===== src/hw/rtl/cdq_pkg.sv =====
// cdq_pkg: shared widths, codes and types of the circular deque with key query
// used by the channel interfaces, the controller, the datapath and the top level
package cdq_pkg;

  localparam int unsigned MODE_W   = 3;
  localparam int unsigned KEY_W    = 16;
  localparam int unsigned COST_W   = 20;
  localparam int unsigned STATUS_W = 2;
  localparam int unsigned TOTAL_W  = 24;
  localparam int unsigned FILL_W   = 5;

  localparam int unsigned DEPTH_DEF = 16;

  typedef enum logic [MODE_W-1:0] {
    MODE_PUSH_BACK  = 3'd0,
    MODE_PUSH_FRONT = 3'd1,
    MODE_POP_FRONT  = 3'd2,
    MODE_POP_BACK   = 3'd3,
    MODE_QUERY      = 3'd4,
    MODE_TOTAL      = 3'd5
  } mode_e;

  typedef enum logic [STATUS_W-1:0] {
    STAT_OK    = 2'd0,
    STAT_FULL  = 2'd1,
    STAT_EMPTY = 2'd2
  } status_e;

  typedef enum logic [1:0] {
    S_IDLE,
    S_SCAN,
    S_DRAIN,
    S_FINISH
  } ctrl_state_e;

  // controller to datapath
  typedef struct packed {
    logic load;
    logic issue_rd;
    logic commit;
  } dp_cmd_t;

  // datapath to controller
  typedef struct packed {
    logic need_scan;
    logic last_rd;
    logic out_free;
  } dp_status_t;

endpackage


===== src/hw/rtl/cdq_ctrl.sv =====
// cdq_ctrl: sequencer of the deque, one item at a time: accept, scan, commit
// depends on cdq_pkg for state, command and status types
module cdq_ctrl import cdq_pkg::*; (
  input  logic       clk_i,
  input  logic       rst_ni,
  input  logic       in_valid_i,
  output logic       in_ready_o,
  input  dp_status_t status_i,
  output dp_cmd_t    cmd_o
);

  ctrl_state_e state_q, state_d;

  always_ff @(posedge clk_i or negedge rst_ni) begin
    if (!rst_ni) begin
      state_q <= S_IDLE;
    end else begin
      state_q <= state_d;
    end
  end

  // next state
  always_comb begin
    state_d = state_q;
    unique case (state_q)
      S_IDLE: begin
        if (in_valid_i) begin
          state_d = status_i.need_scan ? S_SCAN : S_FINISH;
        end
      end
      S_SCAN: begin
        if (status_i.last_rd) begin
          state_d = S_DRAIN;
        end
      end
      S_DRAIN: begin
        state_d = S_FINISH;
      end
      S_FINISH: begin
        if (status_i.out_free) begin
          state_d = S_IDLE;
        end
      end
      default: begin
        state_d = S_IDLE;
      end
    endcase
  end

  // outputs
  always_comb begin
    in_ready_o      = 1'b0;
    cmd_o           = '0;
    unique case (state_q)
      S_IDLE: begin
        in_ready_o = 1'b1;
        cmd_o.load = in_valid_i;
      end
      S_SCAN: begin
        cmd_o.issue_rd = 1'b1;
      end
      S_DRAIN: begin
      end
      S_FINISH: begin
        cmd_o.commit = status_i.out_free;
      end
      default: begin
      end
    endcase
  end

endmodule


===== config.mk =====
export PLATFORM = sky130hd
export DESIGN_NAME = cdq_ctrl
export DESIGN_NICKNAME = d
export VERILOG_FILES = /design/src/hw/rtl/cdq_pkg.sv /design/src/hw/rtl/cdq_ctrl.sv
export SDC_FILE = /design/constraint.sdc
export NUM_CORES = 1
export LEC_CHECK = 0
export CORE_AREA = 4 4 41 43
export DETAILED_ROUTE_END_ITERATION = 8
export DIE_AREA = 0 0 45 47
export DONT_BUFFER_PORTS = 1
export MAX_ROUTING_LAYER = met4
export PLACE_DENSITY_LB_ADDON = 0.2
export SLEW_MARGIN = 20
export SYNTH_ARGS = -nofsm -noshare
export SYNTH_HDL_FRONTEND = slang
export SYNTH_SLANG_ARGS = --single-unit

===== constraint.sdc =====
create_clock -name clk_i -period 3.4 [get_ports clk_i]
set_input_delay 0.68 -clock clk_i [delete_from_list [all_inputs] [get_ports clk_i]]
set_output_delay 0.68 -clock clk_i [all_outputs]
set_load 0.005 [all_outputs]

## Yosys cells after proc, flatten, opt, wreduce, memory -nomap -nowiden

Cells that the tools add are included.

- Register bits after elaboration: 2
- Latch bits: 0
- Memory bits (writable): 0
- Bits in read-only memories: 0
- Input port bits: 6
- Output and inout port bits: 4
- Memories kept: 0

- $add $sub $neg: 0
- $mul: 0
- Div/mod/pow operators: 0
- Magnitude comparators: 0
- Equal/unequal tests: 6
- Shift-type cells: 0
- Mux-type cells: 9
- Bitwise operators: 0
- Reduce and logical (&&, ||, !) cells: 2

Operators by type and width:

| cell | number |
|---|---|
| $mux W2 | 4 |
| $pmux W2 S4 | 1 |
| $ne A2 B2 Y1 const B | 3 |
| $eq A2 B2 Y1 const B | 2 |
| $mux W1 | 4 |
| $reduce_and A3 Y1 | 1 |
| $eq A2 B1 Y1 const B | 1 |
| $logic_not A2 Y1 | 1 |

## Longest topological paths before layout

Gate-level depths: netlist of the first run.

- Word-level depth: 3
- Mapped depth: 4

## Least setup slack after synthesis of the first run

OpenSTA, ideal clock, no wires.

- Path type: reg2out
- From: register state_q[0]
- To: output cmd_o[2] (netlist name)
- Arrival time: 0.858 ns
- Required time: 2.720 ns
- Path slack: 1.862 ns
- Stages on the path, launching flop included: 4
- Path buffers: 0
- Path through: dfrtp_1 -> inv_1 -> ha_1 -> and2_1

RTL lines:

| element | RTL line | source |
|---|---|---|
| start: declaration | cdq_ctrl.sv:12 | `ctrl_state_e state_q, state_d;` |
| start signal: assignment | cdq_ctrl.sv:18 | `state_q <= state_d;` |
| end: declaration | cdq_ctrl.sv:9 | `output dp_cmd_t cmd_o` |

==> results of run 1 <==
-- critical path: cells and delay by family, from the launching register on --
kind / cells / cell delay (ps)
fa+ha+maj: 1 / 280
buf+inv: 1 / 110
flops: 1 / 390
simple gates: 1 / 180
-- layer usage --
metal,wire length [um],vias up,share of wire (%),track usage (%)
met1,139,65,37,4.318
met4,0,0,0,8.772
met5,0,-,0,-
met2,187,9,50,7.627
met3,48,0,13,2.299
li1,-,67,-,-
-- path summary, 6_finish.rpt --
path,start,end,slack (ps)
min in group clk_i,state_q[1],state_q[1],610
hold / removal,rst_ni,state_q[0],150
max in group asynchronous,rst_ni,state_q[1],3180
setup reg to reg,state_q[0],state_q[1],1870
setup / recovery,state_q[0],cmd_o[2],1530
hold reg to reg,state_q[1],state_q[1],610
-- area by class of cell --
| cell class | count | share of cell area [%] |
|---|---|---|
| inverter | 6 | 10.23 |
| tap | 15 | 8.523 |
| clock buffer | 3 | 10.23 |
| sequential | 2 | 22.73 |
| multi-input combinational | 11 | 48.30 |
-- report_power, final --
group          internal [mW]  switching (mW)  total (mW)
logic                 0.0475          0.0551       0.103
registers             0.0379         0.00953      0.0474
clock network         0.0390          0.0138      0.0528
total                  0.124          0.0784       0.203
-- through the flow --
stage,utilization (%),area (um^2),hold slack [ps],cells,worst slack [ps]
2_1_floorplan,-,178.9,384.4,19,1862
3_3_place_gp,15.19,197.7,384.5,34,1760
3_5_place_dp,15.19,197.7,384.5,34,1751
4_1_cts,16.92,220.2,137.4,37,1500
5_1_grt,16.92,220.2,137.9,37,1437
6_report,16.92,220.2,151.5,37,1534
-- cells in the mapped netlist --
| library cell | instances | area [um^2] |
|---|---|---|
| inv_1 | 6 | 22.52 |
| ha_1 | 4 | 50.05 |
| mux2i_1 | 3 | 30.03 |
| and2_1 | 2 | 12.51 |
| dfrtp_1 | 2 | 50.05 |
| a222oi_1 | 1 | 10.01 |
| nor2_1 | 1 | 3.750 |
-- kinds of logic (layout without fill, tap and decap cells) --
group,count (synthesis),in the layout
buffers and inverters,6,9
muxes,3,3
AOI/OAI and AO/OA,1,1
and+or+nand+nor,3,3
DFF,2,2
adders and majority gates,4,4
==> run_results.csv, run 1 <==
group,metric,value,unit
run_status,status,"finished clean",
synthesis,cell_area_after_synthesis,178.9,um^2
routing,remaining_drc_errors,0,
power,power_density,920.9,nW/um^2
grt,globalRouteOverflowTotal,0,
cells_and_area,most-common-layout-cells,"inv_1 (6), ha_1 (4), mux2i_1 (3), clkbuf_4 (3)",
cts,cts_tree,"done",
grt,wire_length_of_the_first_global_routing_pass,676,um
placement,place.gp.congestion,0.6597,
synthesis,yosys_warnings,0,
worst_setup_path,critical_path_arrival,1190,ps
cells_and_area,area_growth_syn_to_layout,23.08,%
floorplanning,floorplan.io_pins,10,
cts,holdBufCountCts,0,
cts,total_cts_buffers,3,
floorplanning,rows,13,
cells_and_area,layout.filler_cells,152,
cells_and_area,sequential_cell_area_in_the_final_layout,50.05,um^2
sta,maxClockFrequency,0.5359,GHz
cells_and_area,antenna_cells_inserted,0,
worst_setup_path,cp_cell_sequence,"inv_1, ha_1, and2_1",
sta,rsz0062_at_grt,"false",
synthesis,synth.ff_latch_count,2,
cells_and_area,finish.net_count,34,
worst_setup_path,critical_path.slowest_cell,"dfrtp_1",
routing,routed-via-count,141,
synthesis,synth.net_count,29,
placement,detailedPlacementHpwl,303.5,um
grt,antenna_violations_before_repair,0,
synthesis,share_of_synthesized_cell_area_in_full_adder_half_adder_and_majority_cells,27.97,%
cts,cts_post_setup_buffers_inserted,0,
sta,final.setup_skew,3.011,ps
routing,dr.pass1.iters,4,
routing,post_drt_wl_per_cell,10.14,um
floorplanning,fp.dieArea,2115,um^2
grt,grt_use_total,5.465,%
routing,avg_vias_per_cell,3.811,
cells_and_area,final_common_cell,"inv_1",
worst_setup_path,critPathMaxStageDelay,390,ps
synthesis,synthesis.area_per_instance,9.417,um^2
floorplanning,die_w,45,um
synthesis,synthesized_area_fraction_occupied_by_ao_oa_aoi_and_oai_cells,5.594,%
floorplanning,die_h,47,um
routing,drt_wl_total,375,um
cells_and_area,largest_reg_flops,2,
worst_setup_path,worst_ep_required_time,2720,ps
worst_setup_path,crit_path_max_fanout,5,
synthesis,synth_xor_xnor_area_share,0,%
worst_setup_path,critical_path_class,"flop to output port",
floorplanning,initial_utilization,13.75,%
sta,fin_tns_setup,0,ps
synthesis,post_synth_mux_area_share,16.78,%
worst_setup_path,critical_path_sink_type,"output port",
cts,tritoncts_num_sinks,2,
cells_and_area,area_of_the_multi_input_gates,106.4,um^2
synthesis,synthesis.instances,19,
cells_and_area,post_route_cells_drive_above_1_share,13.64,%
sta,setup_viol_count_final,0,
floorplanning,core-area,1301,um^2
synthesis,seq_area_frac_synth,27.97,%
cts,cts.path.max_buffers,2,
synthesis,synth_top_family_by_area,"adder cells",
sta,final.period_utilization,54.88,%
sta,slew_viol_final,0,
power,power.total,0.2028,mW
placement,place.port_buffers,0,
cts,clk_latency,220,ps
power,static_leakage,0.1283,nW
routing,drt-initial-drc-count,5,
grt,grt_max_degree,6,
synthesis,ys_types,7,
synthesis,synth_simple_gate_area_share,9.091,%
cts,htreeDepth,1,
worst_setup_path,reg2reg_depth,4,
cells_and_area,largestRegisters,"state_q (2)",
cells_and_area,largest_register,"state_q",
sta,worst-slew-pin-transition,523.6,ps
cts,cts.reportedPaths.clkPinSlew,30,ps
hold_path,min-delay-path-class,"input pin to async pin",
routing,ant_nets,0,
grt,grt_pass1_vias,170,
sta,hold_viol_final,0,
run,drv_cap,0,
sta,min_period,1866,ps
power,ir_worst_vdd,0.1566,mV
cts,post_cts_resized,0,
cts,cts_root_buffer,"clkbuf_4",
worst_setup_path,cp-start-kind,"flop",
sta,slew_headroom,65.09,%
Note: power is estimated with default switching activity, not from simulation.
==> run 2, diff against run 1 <==
==> constraint.sdc (replaced) <==
create_clock -name clk_i -period 1.9 [get_ports clk_i]
set_input_delay 0.38 -clock clk_i [delete_from_list [all_inputs] [get_ports clk_i]]
set_output_delay 0.38 -clock clk_i [all_outputs]
set_load 0.005 [all_outputs]
==> run 2 against run 1 <==
Effect of this change: clock power increased by 77%; setup slack worse by 1200 ps; power up 80%; cell area is 4.5% higher; clock skew decreased by 0.75 ps; worst hold slack gained 240 ps; core utilization rose by 0.77 points; first-iteration DRC count grew 20%; global-route usage shrank 1.1 points; cell count up 2.7%; wire length fell by 5.1%; flip-flop and latch count unchanged.
==> run_results.csv, run 2 (synthesized netlist as in run 1, its figures left out) <==
group,metric,value,unit
sta,slew_headroom,66.48,%
routing,dr.pass1.iters,4,
routing,routed-via-count,136,
power,static_leakage,0.1325,nW
worst_setup_path,crit_path_max_fanout,5,
routing,remaining_drc_errors,0,
cells_and_area,largest_reg_flops,2,
cells_and_area,most-common-layout-cells,"inv_1 (6), ha_1 (4), mux2i_1 (3), clkbuf_4 (3)",
routing,route.met3.wl,54,um
cts,clk_latency,220,ps
grt,grt_pass1_vias,139,
sta,maxClockFrequency,0.6405,GHz
routing,detailroute.wirelength.met2,126,um
routing,avg_vias_per_cell,3.579,
cts,cts.path.max_buffers,2,
sta,rsz0062_at_grt,"false",
sta,slew_viol_final,0,
floorplanning,initial_utilization,13.75,%
worst_setup_path,worst_path_dominant_cell_family,"flip-flops",
grt,globalRouteOverflowTotal,0,
sta,setup_viol_count_final,0,
cts,htreeDepth,1,
floorplanning,floorplan.io_pins,10,
worst_setup_path,worstPathBufferInverterCount,1,
routing,post_drt_wl_per_cell,9.368,um
floorplanning,rows,13,
cells_and_area,largest_register,"state_q",
routing,drt-initial-drc-count,6,
grt,wire_length_of_the_first_global_routing_pass,531,um
routing,uppermost_routed_layer,"met3",
sta,fin_tns_setup,0,ps
worst_setup_path,critPathMaxStageDelay,390,ps
power,power_density,1581,nW/um^2
worst_setup_path,cp_cell_sequence,"inv_1, ha_1, and2_1",
cts,tritoncts_num_sinks,2,
run_status,status,"finished clean",
routing,ant_nets,0,
cells_and_area,antenna_cells_inserted,0,
floorplanning,fp.dieArea,2115,um^2
cells_and_area,fin_util,17.69,%
cells_and_area,area_growth_syn_to_layout,28.67,%
power,ir_worst_vdd,0.3837,mV
sta,final.period_utilization,82.17,%
worst_setup_path,critical_path_class,"flop to output port",
worst_setup_path,critical_path.slowest_cell,"dfrtp_1",
worst_setup_path,worst_ep_required_time,1520,ps
cells_and_area,final_common_cell,"inv_1",
routing,wire_length_on_met1,175,um
floorplanning,die_h,47,um
grt,grt_max_degree,6,
sta,final.hold.worst_slack,391.4,ps
sta,hold_viol_final,0,
sta,min_period,1561,ps
cells_and_area,largestRegisters,"state_q (2)",
worst_setup_path,cp-start-kind,"flop",
worst_setup_path,critical_path_sink_type,"output port",
cells_and_area,layout.filler_cells,159,
cts,cts_tree,"done",
placement,place.port_buffers,0,
sta,final.setup_skew,2.257,ps
cells_and_area,post_route_cells_drive_above_1_share,13.04,%
worst_setup_path,critical_path_arrival,1180,ps
cts,cts_root_buffer,"clkbuf_4",
worst_setup_path,reg2reg_setup_slack,380,ps
hold_path,min-delay-path-class,"input pin to async pin",
cts,total_cts_buffers,3,
floorplanning,die_w,45,um
grt,antenna_violations_before_repair,0,
cells_and_area,finish.net_count,35,
routing,drt_wl_total,356,um
run,drv_cap,0,
sta,worst-slew-pin-transition,502.8,ps
power,power.total,0.3640,mW
cts,cts.reportedPaths.clkPinSlew,30,ps
grt,grt_use_total,4.316,%
placement,place.gp.congestion,0.6827,
floorplanning,core-area,1301,um^2
[run 2: cell types whose count changed in the layout (fill, tap and decap cells not counted)]
cell,previous run,this run
dlygate4sd3_1,0,1
[run 2: worst paths after layout]
| kind | startpoint | endpoint | depth (start not counted) |
|---|---|---|---|
| setup / recovery | state_q[1] | cmd_o[2] | 3 |
| hold / removal | rst_ni | state_q[0] | 1 |
| setup reg to reg | state_q[1] | state_q[1] | 4 |
| hold reg to reg | state_q[0] | state_q[0] | 2 |
| max in group asynchronous | rst_ni | state_q[1] | 1 |
| min in group clk_i | status_i[2] | state_q[1] | 3 |
[run 2: report_power, final]
part           leakage, nW  internal [mW]  total (mW)  switching [mW]
clock               0.0138         0.0696      0.0932          0.0235
combinational       0.0952         0.0858       0.185          0.0996
sequential          0.0235         0.0678      0.0855          0.0177
[run 2: per-layer routing]
metal  global-route usage (%)  vias up
met1                    3.846       57
met5                        -        -
met4                    3.509        0
met2                    5.085        9
li1                         -       70
met3                    4.598        0
[run 2: final cells by class]
cell class,instances,area [um^2],area share [%]
repair buffers,1,10.01,4.348
flip-flops and latches,2,50.05,21.74
multi-input cells,11,106.4,46.20
clock buffers,3,22.52,9.783
well taps,15,18.77,8.152
inverters,6,22.52,9.783
[run 2: what timing repair did]
action | 4_1_cts | 5_1_grt
gates resized for setup | 0 | 0
endpoints found under the hold margin | 2 | 0
hold buffers | 1 | 0
setup buffers | 0 | 0
[run 2: metrics by stage]
step	area, um^2	worst slack [ps]	cells
final	230.2	338.7	38
after detailed placement	197.7	384.3	34
after CTS	230.2	319.5	38
after floorplan	178.9	524.3	19
after global placement	197.7	361.0	34
after global routing	230.2	242.1	38
==> run 3, diff against run 2 <==
==> constraint.sdc (replaced) <==
create_clock -name clk_i -period 1.3 [get_ports clk_i]
set_input_delay 0.26 -clock clk_i [delete_from_list [all_inputs] [get_ports clk_i]]
set_output_delay 0.26 -clock clk_i [all_outputs]
set_load 0.005 [all_outputs]
==> run 3 against run 2 <==
Effect of this change: the flow now finishes with violations (negative setup slack); setup slack lost 400 ps; register-to-register slack lost 450 ps; clock-buffer cell count stayed put; sequential power rose by 54%; first-iteration DRC count shrank 67%; worst hold slack worse by 120 ps; clock skew barely moved; cell count grew 18%; combinational power rose to 2.7 times the previous value; global-route usage rose by 2.2 points; critical path type is now flop to flop; largest cell class unchanged; largest power group unchanged.
==> run_results.csv, run 3 (synthesized netlist as in run 1, its figures left out) <==
group,metric,value,unit
run_status,status,"complete, but fails checks",
run_status,violations,"negative setup slack",
cells_and_area,fin_area,304.0,um^2
cells_and_area,final_common_cell,"buf_4",
grt,grt_use_total,6.515,%
worst_setup_path,critPathMaxStageDelay,370,ps
cts,total_cts_buffers,3,
floorplanning,rows,13,
cells_and_area,antenna_cells_inserted,0,
cts,cts_root_buffer,"clkbuf_4",
sta,maxClockFrequency,0.7325,GHz
power,ir_worst_vdd,0.5290,mV
sta,finalWorstSetupSlack,-65.25,ps
sta,slew_headroom,81.68,%
worst_setup_path,critical_path_class,"flop to flop",
floorplanning,floorplan.io_pins,10,
sta,final.period_utilization,105.0,%
routing,dr.pass1.iters,6,
sta,hold_viol_final,0,
routing,post_drt_wl_per_cell,10.00,um
placement,dpl.cell_count,39,
cts,tritoncts_num_sinks,2,
worst_setup_path,cp_cell_sequence,"inv_2, ha_2, a222oi_1, buf_4, mux2i_1",
power,static_leakage,0.1657,nW
worst_setup_path,cp-start-kind,"flop",
cells_and_area,area_growth_syn_to_layout,69.93,%
routing,drt-initial-drc-count,2,
routing,drt_wl_total,450,um
worst_setup_path,reg2reg_depth,5,
sta,fin_tns_setup,-167.4,ps
cts,cts.path.max_buffers,2,
cts,cts_tree,"done",
cts,cts.reportedPaths.clkPinSlew,30,ps
cells_and_area,non_filler_instance_count_after_layout,45,
placement,place.port_buffers,0,
cts,htreeDepth,1,
power,power.total,0.7607,mW
sta,worst-slew-pin-transition,274.8,ps
worst_setup_path,critical_path_sink_type,"flop",
cells_and_area,finish.net_count,42,
cells_and_area,layout.filler_cells,151,
floorplanning,fp.dieArea,2115,um^2
worst_setup_path,critical_path_depth,5,
floorplanning,core-area,1301,um^2
routing,routed-via-count,179,
sta,min_period,1365,ps
power,power_density,2502,nW/um^2
sta,slew_viol_final,0,
worst_setup_path,critical_path_arrival,1510,ps
grt,wire_length_of_the_first_global_routing_pass,828,um
grt,globalRouteOverflowTotal,0,
cells_and_area,most-common-layout-cells,"buf_4 (6), inv_1 (4), mux2i_1 (3), clkbuf_4 (3)",
cts,clk_latency,220,ps
worst_setup_path,worst_ep_required_time,1440,ps
sta,final.setup_skew,2.126,ps
sta,rsz0062_at_grt,"true",
cells_and_area,fin_util,23.37,%
placement,post-place-ws,-67.60,ps
run,drv_cap,0,
cells_and_area,largestRegisters,"state_q (2)",
floorplanning,initial_utilization,13.75,%
grt,antenna_violations_before_repair,0,
placement,place.gp.congestion,0.6663,
routing,remaining_drc_errors,0,
grt,grt_pass1_vias,188,
floorplanning,die_w,45,um
sta,setup_viol_count_final,3,
worst_setup_path,critical_path.slowest_cell,"dfrtp_1",
cells_and_area,largest_register,"state_q",
routing,avg_vias_per_cell,3.978,
hold_path,min-delay-path-class,"input pin to async pin",
cells_and_area,largest_reg_flops,2,
grt,grt_max_degree,5,
worst_setup_path,worstPathBufferInverterCount,2,
cells_and_area,post_route_cells_drive_above_1_share,50.00,%
floorplanning,die_h,47,um
placement,dpl-instance-area,240.2,um^2
worst_setup_path,crit_path_max_fanout,3,
routing,ant_nets,0,
sta,final.hold.worst_slack,266.8,ps
worst_setup_path,worst_path_dominant_cell_family,"flip-flops",
## run 3: cell types whose count changed in the layout (fill, tap and decap cells not counted), sizes merged
cell / before / now
buf: 0 / 7
## run 3: path summary, 6_finish.rpt
path,slack [ps],end,start
max,-70,state_q[1],state_q[1]
min,270,state_q[0],rst_ni
max reg2reg,-70,state_q[1],state_q[1]
min reg2reg,710,state_q[0],state_q[0]
max in group asynchronous,910,state_q[1],rst_ni
min in group clk_i,310,state_q[1],status_i[2]
## run 3: what timing repair did
| action | 4_1_cts | 5_1_grt |
|---|---|---|
| setup endpoints to repair | 4 | 5 |
| endpoints found under the hold margin | 2 | 0 |
| hold buffers | 1 | 0 |
| pin swaps | 1 | 0 |
| gates resized for setup | 4 | 0 |
| buffers inserted | 2 | 0 |
## run 3: area by class of cell
cell class | count | area (um^2) | share of cell area, %
Multi-Input combinational cell | 11 | 123.9 | 40.74
Timing Repair Buffer | 8 | 66.31 | 21.81
Sequential cell | 2 | 50.05 | 16.46
Clock buffer | 3 | 22.52 | 7.407
Inverter | 6 | 22.52 | 7.407
Tap cell | 15 | 18.77 | 6.173
## run 3: where the power goes
| group | total (mW) | internal (mW) | leakage, nW | switching [mW] |
|---|---|---|---|---|
| Combinational | 0.491 | 0.293 | 0.128 | 0.198 |
| Clock | 0.138 | 0.102 | 0.0138 | 0.0364 |
| Sequential | 0.132 | 0.0990 | 0.0235 | 0.0329 |
| Total | 0.761 | 0.494 | 0.166 | 0.267 |
## run 3: layer usage
layer	vias to the layer above	share of wire [%]	track usage, %
met5	-	0	-
met4	0	0	5.263
met3	0	16	6.897
met2	11	50	9.040
met1	83	34	4.751
li1	85	-	-
## run 3: worst register-to-register path, cell delays in order, from the launching register on
cell,delay (ps)
dfrtp_1,370
inv_2,70
ha_2,170
a222oi_1,310
buf_4,180
mux2i_1,180
